==> config.mk <==
export PLATFORM = sky130hd
export DESIGN_NAME = stereo_resonant_lowpass
export DESIGN_NICKNAME = d
export VERILOG_FILES = /design/src/rtl/srlp_pkg.sv /design/src/rtl/srlp_regs.sv /design/src/rtl/srlp_mac.sv /design/src/rtl/stereo_resonant_lowpass.sv
export VERILOG_INCLUDE_DIRS = /design/src /design/src/rtl
export SDC_FILE = /design/constraint.sdc
export NUM_CORES = 1
export LEC_CHECK = 0
export BUFFER_PORTS_ARGS = -buffer_cell sky130_fd_sc_hd__buf_2
export CORE_UTILIZATION = 50
export CTS_CLUSTER_SIZE = 24
export DETAILED_ROUTE_END_ITERATION = 16
export MAX_ROUTING_LAYER = met4
export PLACE_DENSITY = 0.67
export SETUP_SLACK_MARGIN = 0.15
export SLEW_MARGIN = 25
export SYNTH_ARGS = -nofsm -noshare
export SYNTH_HDL_FRONTEND = slang
export SYNTH_SLANG_ARGS = --single-unit
==> constraint.sdc <==
create_clock -name clk_i -period 7.6 [get_ports clk_i]
set_clock_uncertainty 0.1 [all_clocks]
set_input_delay 0.38 -clock clk_i [delete_from_list [all_inputs] [get_ports clk_i]]
set_output_delay 0.38 -clock clk_i [all_outputs]
set_load 0.005 [all_outputs]
==> src/rtl/stereo_resonant_lowpass_assert.svh <==
// assertion macros for the resonant low-pass block
`ifndef STEREO_RESONANT_LOWPASS_ASSERT_SVH
`define STEREO_RESONANT_LOWPASS_ASSERT_SVH
`ifndef ASSERT_OFF
`define SRLP_ASSERT(lbl, prop, msg) \
  lbl: assert property (@(posedge clk_i) disable iff (!rst_ni) prop) else $error(msg);
`define SRLP_ASSERT_NR(lbl, prop, msg) \
  lbl: assert property (@(posedge clk_i) prop) else $error(msg);
`else
`define SRLP_ASSERT(lbl, prop, msg)
`define SRLP_ASSERT_NR(lbl, prop, msg)
`endif
`endif

==> src/rtl/srlp_pkg.sv <==
`default_nettype none
package srlp_pkg;

  localparam int SAMPLE_BITS  = 24;
  localparam int CHANNELS_DEF = 2;
  localparam int STATE_W      = 32;
  localparam int COEF_W       = 16;
  localparam int ACT_W        = 2;
  localparam int MUL_W        = COEF_W + 2;
  localparam int ACC_W        = 52;
  localparam int FRAC         = 15;
  localparam int SH_W         = ACC_W - FRAC;
  localparam int APB_AW       = 4;
  localparam int APB_DW       = 32;
  localparam int REG_IDX_W    = APB_AW - 2;

  localparam logic [ACC_W-1:0] ROUND_INIT = ACC_W'(1) << (FRAC - 1);
  localparam logic [MUL_W-1:0] COEF_ONE   = MUL_W'(1) << FRAC;

  localparam logic [REG_IDX_W-1:0] REG_CUTOFF  = REG_IDX_W'(0);
  localparam logic [REG_IDX_W-1:0] REG_DAMPING = REG_IDX_W'(1);
  localparam logic [REG_IDX_W-1:0] REG_ACTIVE  = REG_IDX_W'(2);

  localparam logic [COEF_W-1:0] CUTOFF_RST  = COEF_W'(128);
  localparam logic [COEF_W-1:0] DAMPING_RST = COEF_W'(11585);
  localparam logic [ACT_W-1:0]  ACTIVE_RST  = ACT_W'(2);

  typedef struct packed {
    logic                          channel;
    logic signed [SAMPLE_BITS-1:0] sample_in;
    logic                          block_last;
  } in_beat_t;

  typedef struct packed {
    logic signed [SAMPLE_BITS-1:0] sample_out;
    logic                          out_channel;
    logic                          out_last;
  } out_beat_t;

  typedef struct packed {
    logic [COEF_W-1:0] cutoff;
    logic [COEF_W-1:0] damping;
    logic [ACT_W-1:0]  active;
  } cfg_t;

  typedef struct packed {
    logic                      start;
    logic                      clear;
    logic signed [MUL_W-1:0]   coef;
    logic signed [STATE_W-1:0] mcand;
  } mac_req_t;

  function automatic logic signed [STATE_W-1:0] sat_state(input logic signed [SH_W-1:0] v);
    logic signed [STATE_W-1:0] r;
    if ((&v[SH_W-1:STATE_W-1]) || !(|v[SH_W-1:STATE_W-1])) begin
      r = v[STATE_W-1:0];
    end else if (v[SH_W-1]) begin
      r = {1'b1, {(STATE_W-1){1'b0}}};
    end else begin
      r = {1'b0, {(STATE_W-1){1'b1}}};
    end
    return r;
  endfunction

  function automatic logic signed [SAMPLE_BITS-1:0] sat_sample(
    input logic signed [STATE_W-1:0] v
  );
    logic signed [SAMPLE_BITS-1:0] r;
    if ((&v[STATE_W-1:SAMPLE_BITS-1]) || !(|v[STATE_W-1:SAMPLE_BITS-1])) begin
      r = v[SAMPLE_BITS-1:0];
    end else if (v[STATE_W-1]) begin
      r = {1'b1, {(SAMPLE_BITS-1){1'b0}}};
    end else begin
      r = {1'b0, {(SAMPLE_BITS-1){1'b1}}};
    end
    return r;
  endfunction

endpackage
`default_nettype wire

==> src/rtl/srlp_regs.sv <==
`default_nettype none
module srlp_regs import srlp_pkg::*; (
  input  wire logic              clk_i,
  input  wire logic              rst_ni,
  input  wire logic              psel,
  input  wire logic              penable,
  input  wire logic              pwrite,
  input  wire logic [APB_AW-1:0] paddr,
  input  wire logic [APB_DW-1:0] pwdata,
  output logic      [APB_DW-1:0] prdata,
  output logic                   pready,
  output cfg_t                   cfg_o
);

  cfg_t                 cfg_q;
  logic [REG_IDX_W-1:0] idx;
  logic                 wr_en;

  assign idx    = paddr[APB_AW-1:2];
  assign wr_en  = psel && penable && pwrite;
  assign pready = 1'b1;
  assign cfg_o  = cfg_q;

  always_ff @(posedge clk_i or negedge rst_ni) begin
    if (!rst_ni) begin
      cfg_q.cutoff  <= CUTOFF_RST;
      cfg_q.damping <= DAMPING_RST;
      cfg_q.active  <= ACTIVE_RST;
    end else if (wr_en) begin
      case (idx)
        REG_CUTOFF:  cfg_q.cutoff  <= pwdata[COEF_W-1:0];
        REG_DAMPING: cfg_q.damping <= pwdata[COEF_W-1:0];
        REG_ACTIVE:  cfg_q.active  <= pwdata[ACT_W-1:0];
        default: ;
      endcase
    end
  end

  always_comb begin
    case (idx)
      REG_CUTOFF:  prdata = APB_DW'(cfg_q.cutoff);
      REG_DAMPING: prdata = APB_DW'(cfg_q.damping);
      REG_ACTIVE:  prdata = APB_DW'(cfg_q.active);
      default:     prdata = '0;
    endcase
  end

endmodule
`default_nettype wire

==> src/rtl/srlp_mac.sv <==
`default_nettype none
module srlp_mac import srlp_pkg::*; (
  input  wire logic                    clk_i,
  input  wire logic                    rst_ni,
  input  wire mac_req_t                req_i,
  output logic                         busy_o,
  output logic                         done_o,
  output logic signed [ACC_W-1:0]      acc_o
);

  localparam int CNT_W = $clog2(MUL_W);
  localparam logic [CNT_W-1:0] CNT_LAST = CNT_W'(MUL_W - 1);

  logic signed [ACC_W-1:0] acc_q, acc_d;
  logic signed [ACC_W-1:0] md_q, md_d;
  logic        [MUL_W-1:0] cf_q, cf_d;
  logic        [CNT_W-1:0] cnt_q, cnt_d;
  logic                    busy_q, busy_d;
  logic                    done_q, done_d;

  // shift-add, multiplier bit per cycle lsb first, sign bit weighs negative
  always_comb begin
    acc_d  = acc_q;
    md_d   = md_q;
    cf_d   = cf_q;
    cnt_d  = cnt_q;
    busy_d = busy_q;
    done_d = 1'b0;
    if (req_i.start) begin
      acc_d  = req_i.clear ? ROUND_INIT : acc_q;
      md_d   = ACC_W'(req_i.mcand);
      cf_d   = req_i.coef;
      cnt_d  = '0;
      busy_d = 1'b1;
    end else if (busy_q) begin
      if (cf_q[0]) begin
        acc_d = (cnt_q == CNT_LAST) ? acc_q - md_q : acc_q + md_q;
      end
      md_d  = md_q <<< 1;
      cf_d  = cf_q >> 1;
      cnt_d = cnt_q + CNT_W'(1);
      if (cnt_q == CNT_LAST) begin
        busy_d = 1'b0;
        done_d = 1'b1;
      end
    end
  end

  always_ff @(posedge clk_i or negedge rst_ni) begin
    if (!rst_ni) begin
      busy_q <= 1'b0;
      done_q <= 1'b0;
      cnt_q  <= '0;
    end else begin
      busy_q <= busy_d;
      done_q <= done_d;
      cnt_q  <= cnt_d;
    end
  end

  always_ff @(posedge clk_i) begin
    acc_q <= acc_d;
    md_q  <= md_d;
    cf_q  <= cf_d;
  end

  assign busy_o = busy_q;
  assign done_o = done_q;
  assign acc_o  = acc_q;

endmodule
`default_nettype wire

==> src/rtl/stereo_resonant_lowpass.sv <==
// filtered beat: six products pass in turn through the bit-serial multiply-accumulate unit;
// the next beat is accepted only after this result has gone to the output register
// passed-through beat: skips the multiply-accumulate unit and goes straight to the output state
// the output register frees the input side while a result waits
// reset is asynchronous active low: state of every channel cleared, registers to defaults
`default_nettype none
`include "stereo_resonant_lowpass_assert.svh"
module stereo_resonant_lowpass import srlp_pkg::*; #(
  parameter int unsigned CHANNELS = CHANNELS_DEF
) (
  input  wire logic              clk_i,
  input  wire logic              rst_ni,
  input  wire logic              in_valid_i,
  output logic                   in_ready_o,
  input  wire in_beat_t          in_data_i,
  output logic                   out_valid_o,
  input  wire logic              out_ready_i,
  output out_beat_t              out_data_o,
  input  wire logic              psel,
  input  wire logic              penable,
  input  wire logic              pwrite,
  input  wire logic [APB_AW-1:0] paddr,
  input  wire logic [APB_DW-1:0] pwdata,
  output logic      [APB_DW-1:0] prdata,
  output logic                   pready
);

  localparam int CH_IDX_W = (CHANNELS > 1) ? $clog2(CHANNELS) : 1;

  localparam logic [1:0] ST_IDLE  = 2'd0;
  localparam logic [1:0] ST_ISSUE = 2'd1;
  localparam logic [1:0] ST_WAIT  = 2'd2;
  localparam logic [1:0] ST_OUT   = 2'd3;

  localparam logic [2:0] TERM_RC     = 3'd0;
  localparam logic [2:0] TERM_BAND_A = 3'd1;
  localparam logic [2:0] TERM_BAND_L = 3'd2;
  localparam logic [2:0] TERM_BAND_X = 3'd3;
  localparam logic [2:0] TERM_LOW_A  = 3'd4;
  localparam logic [2:0] TERM_LOW_B  = 3'd5;

  cfg_t                          cfg;
  mac_req_t                      mac_req;
  logic                          mac_busy;
  logic                          mac_done;
  logic signed [ACC_W-1:0]       mac_acc;

  logic [1:0]                    state_q, state_d;
  logic [2:0]                    term_q, term_d;
  logic                          ch_q, ch_d;
  logic signed [SAMPLE_BITS-1:0] x_q, x_d;
  logic                          last_q, last_d;
  logic                          filt_q, filt_d;
  logic signed [MUL_W-1:0]       a_q, a_d;
  logic signed [STATE_W-1:0]     b_new_q, b_new_d;
  logic signed [STATE_W-1:0]     l_new_q, l_new_d;
  logic                          out_valid_q, out_valid_d;
  out_beat_t                     out_q, out_d;

  logic signed [STATE_W-1:0]     band_q [CHANNELS];
  logic signed [STATE_W-1:0]     low_q  [CHANNELS];

  logic [CH_IDX_W-1:0]           ch_idx;
  logic signed [MUL_W-1:0]       c_ext;
  logic                          in_filt;
  logic                          out_load;
  logic                          in_acc;

  srlp_regs u_regs (
    .clk_i   (clk_i),
    .rst_ni  (rst_ni),
    .psel    (psel),
    .penable (penable),
    .pwrite  (pwrite),
    .paddr   (paddr),
    .pwdata  (pwdata),
    .prdata  (prdata),
    .pready  (pready),
    .cfg_o   (cfg)
  );

  srlp_mac u_mac (
    .clk_i  (clk_i),
    .rst_ni (rst_ni),
    .req_i  (mac_req),
    .busy_o (mac_busy),
    .done_o (mac_done),
    .acc_o  (mac_acc)
  );

  assign ch_idx     = CH_IDX_W'(ch_q);
  assign c_ext      = MUL_W'(cfg.cutoff);
  assign in_filt    = (ACT_W'(in_data_i.channel) < cfg.active) &&
                      (32'(in_data_i.channel) < CHANNELS);
  assign in_ready_o = (state_q == ST_IDLE);
  assign in_acc     = in_valid_i && in_ready_o;
  assign out_load   = (state_q == ST_OUT) && (!out_valid_q || out_ready_i);

  always_comb begin
    mac_req.start = (state_q == ST_ISSUE);
    mac_req.clear = 1'b0;
    mac_req.coef  = '0;
    mac_req.mcand = '0;
    case (term_q)
      TERM_RC: begin
        mac_req.clear = 1'b1;
        mac_req.coef  = MUL_W'(cfg.damping);
        mac_req.mcand = STATE_W'(cfg.cutoff);
      end
      TERM_BAND_A: begin
        mac_req.clear = 1'b1;
        mac_req.coef  = a_q;
        mac_req.mcand = band_q[ch_idx];
      end
      TERM_BAND_L: begin
        mac_req.coef  = -c_ext;
        mac_req.mcand = low_q[ch_idx];
      end
      TERM_BAND_X: begin
        mac_req.coef  = c_ext;
        mac_req.mcand = STATE_W'(x_q);
      end
      TERM_LOW_A: begin
        mac_req.clear = 1'b1;
        mac_req.coef  = a_q;
        mac_req.mcand = low_q[ch_idx];
      end
      TERM_LOW_B: begin
        mac_req.coef  = c_ext;
        mac_req.mcand = b_new_q;
      end
      default: ;
    endcase
  end

  always_comb begin
    state_d     = state_q;
    term_d      = term_q;
    ch_d        = ch_q;
    x_d         = x_q;
    last_d      = last_q;
    filt_d      = filt_q;
    a_d         = a_q;
    b_new_d     = b_new_q;
    l_new_d     = l_new_q;
    out_d       = out_q;
    out_valid_d = out_valid_q && !out_ready_i;
    case (state_q)
      ST_IDLE: begin
        if (in_valid_i) begin
          ch_d    = in_data_i.channel;
          x_d     = in_data_i.sample_in;
          last_d  = in_data_i.block_last;
          filt_d  = in_filt;
          term_d  = TERM_RC;
          state_d = in_filt ? ST_ISSUE : ST_OUT;
        end
      end
      ST_ISSUE: begin
        state_d = ST_WAIT;
      end
      ST_WAIT: begin
        if (mac_done) begin
          case (term_q)
            TERM_RC:     a_d     = COEF_ONE - MUL_W'(mac_acc[2*COEF_W-1:FRAC]);
            TERM_BAND_X: b_new_d = sat_state(mac_acc[ACC_W-1:FRAC]);
            TERM_LOW_B:  l_new_d = sat_state(mac_acc[ACC_W-1:FRAC]);
            default: ;
          endcase
          if (term_q == TERM_LOW_B) begin
            state_d = ST_OUT;
          end else begin
            term_d  = term_q + 3'd1;
            state_d = ST_ISSUE;
          end
        end
      end
      ST_OUT: begin
        if (out_load) begin
          out_d.sample_out  = filt_q ? sat_sample(l_new_q) : x_q;
          out_d.out_channel = ch_q;
          out_d.out_last    = last_q;
          out_valid_d       = 1'b1;
          state_d           = ST_IDLE;
        end
      end
      default: state_d = ST_IDLE;
    endcase
  end

  always_ff @(posedge clk_i or negedge rst_ni) begin
    if (!rst_ni) begin
      state_q     <= ST_IDLE;
      term_q      <= TERM_RC;
      out_valid_q <= 1'b0;
    end else begin
      state_q     <= state_d;
      term_q      <= term_d;
      out_valid_q <= out_valid_d;
    end
  end

  always_ff @(posedge clk_i) begin
    ch_q    <= ch_d;
    x_q     <= x_d;
    last_q  <= last_d;
    filt_q  <= filt_d;
    a_q     <= a_d;
    b_new_q <= b_new_d;
    l_new_q <= l_new_d;
    out_q   <= out_d;
  end

  always_ff @(posedge clk_i or negedge rst_ni) begin
    if (!rst_ni) begin
      for (int i = 0; i < CHANNELS; i++) begin
        band_q[i] <= '0;
        low_q[i]  <= '0;
      end
    end else if (out_load && filt_q) begin
      band_q[ch_idx] <= b_new_q;
      low_q[ch_idx]  <= l_new_q;
    end
  end

  assign out_valid_o = out_valid_q;
  assign out_data_o  = out_q;

  `SRLP_ASSERT(a_wait_mac, (state_q == ST_WAIT) |-> (mac_busy || mac_done), "mac idle while waiting")
  `SRLP_ASSERT(a_out_hold, (state_q == ST_OUT && out_valid_q && !out_ready_i) |=> (state_q == ST_OUT), "result overwrote pending beat")
  `SRLP_ASSERT(a_pass_direct, (in_acc && !in_filt) |=> (state_q == ST_OUT), "pass-through beat entered mac")
  `SRLP_ASSERT_NR(a_idle_mac, (!rst_ni || !(state_q == ST_IDLE && mac_busy)), "mac busy while idle")

endmodule
`default_nettype wire
==> impl_metrics.py, run 1 <==
metrics = {
    "outcome": {
        "status": "finished clean",
    },
    "floorplanning": {
        "boundaryPins": 130,
        "start_util_pct": 50.6,
        "core_um2": 45300,
        "die_y_um": 216,
        "rows": 78,
        "die_w_um": 216,
        "die-area_um2": 46700,
    },
    "global_routing": {
        "grt_max_degree": 98,
        "grt.total_usage_pct": 27.3,
        "grt_pass1_wl_um": 96400,
        "grt_overflow_total": 0,
        "grt_pass1_vias": 16436,
        "antenna_found_initial": 0,
    },
    "finish": {
        "fillers": 3794,
        "nets": 2271,
        "diodes": 0,
        "synthToLayoutAreaGrowth_pct": 13.0,
        "drive_above_1_share_pct": 18.1,
    },
    "pwr": {
        "peakVddDrop_mv": 0.177,
        "p_total_uw": 7690,
        "power_density_nw_per_um2": 297,
        "power.leakage_uw": 0.0109,
        "sw_frac_of_total_pct": 33.8,
        "pwr-share-clk_pct": 28.9,
        "p_sw_uw": 2600,
        "p_comb_share_pct": 29.6,
        "p_int_uw": 5090,
        "p_seq_share_pct": 41.5,
    },
    "yosys": {
        "synthArstFlopShare_pct": 40.5,
        "yosysSeqAreaShare_pct": 52.8,
        "ys_types": 73,
        "synthFlopType": "edfxtp_1",
        "yosys_warnings": 0,
        "synth_cells": 2048,
        "synth_common_cells": "257 x edfxtp_1, 169 x mux2_2, 169 x nand2_1, 167 x dfrtp_1, 165 x a21oi_1",
        "ys_ff_latch": 432,
        "synthTopCellsByArea": "edfxtp_1 34%, dfrtp_1 18%, mux2_2 8.3%",
        "synth_most_common_cell": "edfxtp_1",
        "syn_area_per_cell_um2": 11.2,
        "synth_top_cell_by_area": "edfxtp_1",
        "synth_edf_count": 257,
        "syn-cell-area_um2": 22900,
        "synth_top_area_share_pct": 33.7,
    },
    "critical_path": {
        "crit_cells": 15,
        "worstSetupEndpointType": "flop",
        "crit_path_start_kind": "flop",
        "arrival_ns": 5.51,
        "r2r-start": "u_mac.md_q[6]$_DFFE_PP_",
        "critPathMostFrequentCell": "nand4_1",
        "reg2reg_depth": 15,
        "cp.required_ns": 7.85,
        "r2r-end": "u_mac.acc_o[50]$_SDFFCE_PP0P_",
        "crit_chain": "or4_4, nor3_1, and3b_1, a31oi_2, nor2_1, xor2_1, ha_1, nand4_1, nor4_1, nand2_1, a21oi_1, o31ai_1, a221oi_1, or3_1, nand4_1",
        "slowest_delay_ns": 0.59,
        "crit_type": "reg2reg",
        "crit_slowest_cell": "or4_4",
        "cp-startpoint": "u_mac.md_q[6]$_DFFE_PP_",
        "worstSetupEndpoint": "u_mac.acc_o[50]$_SDFFCE_PP0P_",
        "cp_top_family": "simple AND/OR/NAND/NOR gates",
        "cp_max_fo": 8,
        "crit_buf_inv": 0,
        "reg2reg_slack_ns": 2.34,
    },
    "clocking": {
        "clk_latency_ns": 0.61,
        "cts-buffers-inserted": 47,
        "cts_resized": 0,
        "htree_levels": 2,
        "hold_buffers": 43,
        "cts_sinks": 432,
        "clk_path_buf_depth": 3,
        "post-cts-setup-buffers": 0,
        "cts_root_buf": "clkbuf_16",
        "tritoncts": "yes",
        "clk_pin_slew_ns": 0.06,
    },
    "detailed_routing": {
        "drt_first_pass_iters": 8,
        "drt-initial-drc-count": 1703,
        "postRouteAntennaNets": 0,
        "wire_per_inst_um": 22.1,
        "finalWirelength_um": 61500,
        "via_per_inst": 6.13,
        "route.detailed.drc": 0,
        "vias": 17029,
    },
    "hold_path": {
        "hold_class": "in2reg",
    },
    "sta": {
        "finalSetupViolations": 0,
        "setup_ws_ns": 2.34,
        "tightestPinTransition_ns": 1.04,
        "holdWs_ns": 0.0617,
        "relSlewSlack_pct": 30.6,
        "finalHoldViolations": 0,
        "setup_tns_ns": 0,
        "rsz0062_at_grt": "no",
        "fmax_mhz": 190,
        "finalMaxSlewViolations": 0,
        "min_period_ns": 5.26,
        "period_share_pct": 69.2,
    },
    "place": {
        "pre_cts_slack_ns": 2.37,
        "io_buffers": 94,
        "dp_hpwl_um": 41300,
        "gp_congestion": 0.912,
    },
    "job": {
        "cap_violations": 0,
    },
}
## through the flow
stage | cells | cell area [um2] | util, %
3_3_place_gp | 2646 | 23900 | 52.9
4_1_cts | 2776 | 25800 | 57.1
5_1_grt | 2778 | 25900 | 57.2
6_report | 2778 | 25900 | 57.2
2_1_floorplan | 2063 | 23000 | -
3_5_place_dp | 2646 | 23900 | 52.9
## layout by cell type (no fill, tap or decap), types with 7 or more instances in the layout
cell type,instances
ha_1,61
o22a_1,13
dfstp_2,8
nor2b_1,7
mux2_2,169
nor3_1,42
o22ai_1,8
conb_1,17
nand2b_1,12
buf_2,93
clkbuf_1,22
a21o_1,74
xor2_1,40
and2_1,9
nor2_1,145
o21a_1,8
nand2_1,169
inv_1,29
o21bai_1,12
nand3_1,19
a221oi_1,9
nand4_1,26
clkbuf_16,48
a211oi_1,12
buf_4,24
a21oi_1,164
or3_1,15
o31ai_1,7
xnor2_1,71
o21ai_0,123
a22o_1,8
nor4_1,13
dfrtp_1,167
edfxtp_1,257
a222oi_1,26
and3_1,11
dlygate4sd3_1,43
mux2i_1,75
## area by class of cell
type	count	area, um2	area share [%]
clock buffers	75	1350	5.22
inverters	29	109	0.420
repair buffers	164	1150	4.42
multi-input cells	1466	10300	39.8
flip-flops and latches	432	12100	46.7
clock inverters	12	128	0.493
well taps	600	751	2.90
## metal layers
| metal | GRT usage (%) | vias to the layer above | part of all wire, % |
|---|---|---|---|
| met3 | 4.03 | 93 | 6.9 |
| met2 | 40.7 | 617 | 46 |
| met4 | 7.00 | 0 | 2.2 |
| li1 | - | 7762 | - |
| met5 | - | - | 0 |
| met1 | 39.2 | 8557 | 45 |
## cell families after synthesis
| family | Yosys count | synth area share (%) |
|---|---|---|
| XOR/XNOR | 111 | 4.24 |
| other | 2 | 0.0328 |
| AND/OR/NAND/NOR | 513 | 10.5 |
| AO/OA/AOI/OAI | 519 | 14.4 |
| flip-flops | 432 | 52.8 |
| buffers and inverters | 165 | 3.01 |
| adder cells (fa/ha/maj) | 62 | 3.42 |
| multiplexers | 244 | 11.6 |
## power groups by stage
stage / Combinational [uW] / Sequential, uW / Clock (uW)
floorplan: 1710 / 3080 / 0
global placement: 2200 / 3220 / 0
detailed placement: 2220 / 3220 / 0
CTS: 2250 / 3180 / 2250
global route: 2550 / 3210 / 2350
finish: 2280 / 3190 / 2220
## registers in the layout, summed over array words and instances (netlist names)
register / cells
u_mac.cf_q: 18
ch_idx: 1
l_new_q: 32
state_q: 2
band_q: 64
u_mac.cnt_q: 5
out_data_o: 26
filt_q: 1
term_q: 3
a_q: 18
b_new_q: 32
last_q: 1
x_q: 24
u_mac.md_q: 52
u_regs.cfg_o: 34
u_mac.busy_o: 1
u_mac.acc_o: 52
out_valid_o: 1
low_q: 64
u_mac.done_o: 1
## worst min-delay path by stage
stage,slack (ns),cells past startpoint,end,startpoint
after floorplan,-0.02,0,band_q[0]$_DFFE_PN0P_,rst_ni
after global placement,0.30,0,out_data_o[0]$_DFFE_PP_,last_q$_DFFE_PP_
after detailed placement,0.31,0,out_data_o[0]$_DFFE_PP_,last_q$_DFFE_PP_
after CTS,0.06,3,out_valid_o$_DFF_PN0_,out_ready_i
after global routing,0.07,3,out_valid_o$_DFF_PN0_,out_ready_i
final,0.06,3,out_valid_o$_DFF_PN0_,out_ready_i
## tightest hold or removal path, stage by stage
cell and delay [ns]:
buf_2 0.08, nor2b_1 0.10, nand2b_1 0.17
(Power assumes the default switching activity.)
==> run 2, diff against run 1 <==
--- a/config.mk
+++ b/config.mk
@@ -6,6 +6,7 @@
 export SDC_FILE = /design/constraint.sdc
 export NUM_CORES = 1
 export LEC_CHECK = 0
+export ABC_AREA = 1
 export BUFFER_PORTS_ARGS = -buffer_cell sky130_fd_sc_hd__buf_2
 export CORE_UTILIZATION = 50
 export CTS_CLUSTER_SIZE = 24
==> constraint.sdc (replaced) <==
create_clock -name clk_i -period 5.1 [get_ports clk_i]
set_clock_uncertainty 0.1 [all_clocks]
set_input_delay 0.255 -clock clk_i [delete_from_list [all_inputs] [get_ports clk_i]]
set_output_delay 0.255 -clock clk_i [all_outputs]
set_load 0.005 [all_outputs]
==> impl_metrics.py, run 2 <==
metrics = {
    "clocking": {
        "clk_path_buf_depth": 3,
        "tritoncts": "yes",
        "cts_sinks": 432,
        "clk_latency_ns": 0.61,
        "htree_levels": 2,
        "cts_root_buf": "clkbuf_16",
        "post-cts-setup-buffers": 0,
        "clk_pin_slew_ns": 0.06,
        "cts_resized": 0,
        "cts-buffers-inserted": 49,
    },
    "critical_path": {
        "worstSetupEndpoint": "u_mac.acc_o[35]$_SDFFCE_PP0P_",
        "arrival_ns": 4.33,
        "cp-startpoint": "u_mac.md_q[0]$_SDFFCE_PP0P_",
        "crit_slowest_cell": "nor2_1",
        "cp_top_family": "simple AND/OR/NAND/NOR gates",
        "crit_type": "reg2reg",
        "r2r-start": "u_mac.md_q[0]$_SDFFCE_PP0P_",
        "crit_chain": "inv_1, nand3_4, nor2_4, inv_1, nor2_1, nand3_1, nand2_1, xor2_1, inv_1, ha_1, nand2_1, nor2_1, nand2_1, nor2_1, nand2_1, nand3_2, nand3_1, nand2_1, nand2_1, nand2_1, nor2_1",
        "cp.required_ns": 5.36,
        "crit_buf_inv": 3,
        "slowest_delay_ns": 0.49,
        "crit_cells": 21,
        "reg2reg_slack_ns": 1.04,
        "cp_max_fo": 5,
        "reg2reg_depth": 21,
        "r2r-end": "u_mac.acc_o[35]$_SDFFCE_PP0P_",
        "crit_path_start_kind": "flop",
        "worstSetupEndpointType": "flop",
        "critPathMostFrequentCell": "nand2_1",
    },
    "pwr": {
        "p_seq_share_pct": 32.6,
        "p_comb_share_pct": 49.1,
        "power.leakage_uw": 0.0130,
        "pwr-share-clk_pct": 18.3,
        "peakVddDrop_mv": 0.628,
        "p_int_uw": 10400,
        "power_density_nw_per_um2": 692,
        "p_sw_uw": 9010,
        "sw_frac_of_total_pct": 46.5,
    },
    "detailed_routing": {
        "wl_met2_um": 34400,
        "drt_first_pass_iters": 5,
        "finalWirelength_um": 75600,
        "vias": 21748,
        "via_per_inst": 5.54,
        "wl_met1_um": 33900,
        "route.detailed.drc": 0,
        "postRouteAntennaNets": 0,
        "routed.top_layer": "met4",
        "wire_per_inst_um": 19.3,
        "met3_length_um": 5710,
        "drt-initial-drc-count": 2211,
    },
    "place": {
        "gp_congestion": 0.966,
        "dp_hpwl_um": 54700,
        "dpl_cell_area_um2": 25900,
        "io_buffers": 94,
        "place_inst": 3784,
    },
    "yosys": {
        "syn_area_per_cell_um2": 8.01,
        "yosysSeqAreaShare_pct": 48.6,
        "synthFlopType": "edfxtp_1",
        "ys_types": 58,
        "synth_cells": 3111,
        "synthArstFlopShare_pct": 40.5,
        "synthTopCellsByArea": "edfxtp_1 31%, dfrtp_1 17%, nand2_1 13%",
        "yosys_warnings": 0,
        "synth_top_area_share_pct": 31.0,
        "synth_edf_count": 257,
        "synth_common_cells": "847 x nand2_1, 406 x inv_1, 332 x nor2_1, 319 x o21ai_0, 257 x edfxtp_1",
        "syn-cell-area_um2": 24900,
        "ys_ff_latch": 432,
        "synth_top_cell_by_area": "edfxtp_1",
        "synth_most_common_cell": "nand2_1",
    },
    "finish": {
        "fin_cells": 3924,
        "synthToLayoutAreaGrowth_pct": 12.4,
        "final_cell_mix": "845 x nand2_1, 406 x inv_1, 329 x nor2_1, 319 x o21ai_0, 257 x edfxtp_1",
        "design_area_um2": 28000,
        "nets": 3350,
        "drive_above_1_share_pct": 9.79,
        "final_common_cell": "nand2_1",
        "reg_top3": "band_q: 64 flops, low_q: 64 flops",
    },
    "global_routing": {
        "antenna_found_initial": 1,
        "grt_pass1_wl_um": 117000,
        "grt_pass1_vias": 20714,
        "grt.total_usage_pct": 31.0,
        "grt_overflow_total": 0,
        "grt_max_degree": 129,
    },
    "floorplanning": {
        "rows": 81,
        "die-area_um2": 50700,
        "die_w_um": 225,
        "start_util_pct": 50.8,
        "boundaryPins": 130,
        "die_y_um": 225,
        "core_um2": 49100,
    },
    "sta": {
        "tightestPinTransition_ns": 1.17,
        "relSlewSlack_pct": 21.1,
        "period_share_pct": 79.7,
        "rsz0062_at_grt": "no",
        "finalHoldViolations": 0,
        "holdWs_ns": 0.0605,
        "setup_tns_ns": 0,
        "finalSetupViolations": 0,
        "min_period_ns": 4.06,
        "finalMaxSlewViolations": 0,
        "fmax_mhz": 246,
    },
    "job": {
        "cap_violations": 0,
    },
    "outcome": {
        "status": "finished clean",
    },
    "hold_path": {
        "hold_class": "in2async",
    },
}
## run 2: changes by cell type in the layout (fill, tap and decap cells not counted), sizes merged, moves of 86 or more
cell   change
mux2     -168
nand3     +86
nand2    +694
nor2     +215
o21ai    +214
inv      +394
## run 2: cell type report
cell class / instances / area [um2]
clock buffers: 67 / 1380
inverters: 423 / 1590
clock inverters: 24 / 230
diodes: 1 / 2.50
fillers: 4570 / 21100
flip-flops and latches: 432 / 12100
multi-input cells: 2146 / 10700
repair buffers: 167 / 1150
well taps: 664 / 831
## run 2: worst min path at each step
stage | startpoint | endpoint | slack (ns) | depth (start not counted)
after floorplan | rst_ni | band_q[0]$_DFFE_PN0P_ | -0.14 | 0
after global placement | rst_ni | u_regs.cfg_o[29]$_DFFE_PN0P_ | 0.11 | 1
after detailed placement | rst_ni | u_regs.cfg_o[29]$_DFFE_PN0P_ | 0.12 | 1
after CTS | rst_ni | u_mac.busy_o$_DFF_PN0_ | 0.06 | 2
after global routing | rst_ni | u_regs.cfg_o[19]$_DFFE_PN0P_ | 0.10 | 2
final | rst_ni | u_regs.cfg_o[28]$_DFFE_PN0P_ | 0.06 | 2
## run 2: cell families after synthesis
group / Yosys count / synth area share, %
muxes: 4 / 0.166
adders and majority gates: 62 / 3.14
other: 2 / 0.0302
buffers and inverters: 548 / 8.80
and+or+nand+nor: 1421 / 23.8
DFF: 432 / 48.6
xor gates and xnor gates: 62 / 2.18
AOI/OAI and AO/OA: 580 / 13.3
## run 2: metal layers
| metal | GRT usage (%) | vias to the layer above |
|---|---|---|
| li1 | - | 10374 |
| met1 | 42.9 | 10423 |
| met2 | 47.7 | 847 |
| met3 | 4.63 | 104 |
| met4 | 7.79 | 0 |
| met5 | - | - |
## run 2: power groups by stage
stage	clock [uW]	combinational [uW]	sequential (uW)
after CTS	3600	9370	6290
after detailed placement	0	9300	6330
after global routing	3740	10600	6430
final	3550	9510	6320
after global placement	0	9100	6290
after floorplan	0	6560	6030
## run 2: repair_timing
action	CTS	global route
setup endpoints to repair	0	0
hold endpoints to repair	110	0
hold buffers	48	0
## run 2: metrics by stage
stage               total power [uW]  setup WS [ns]  utilization (%)
CTS                            19300           1.13             57.1
finish                         19400           1.04             57.1
floorplan                      12600           1.99                -
global placement               15400           1.17             52.8
global route                   20800          0.716             57.1
detailed placement             15600           1.14             52.8
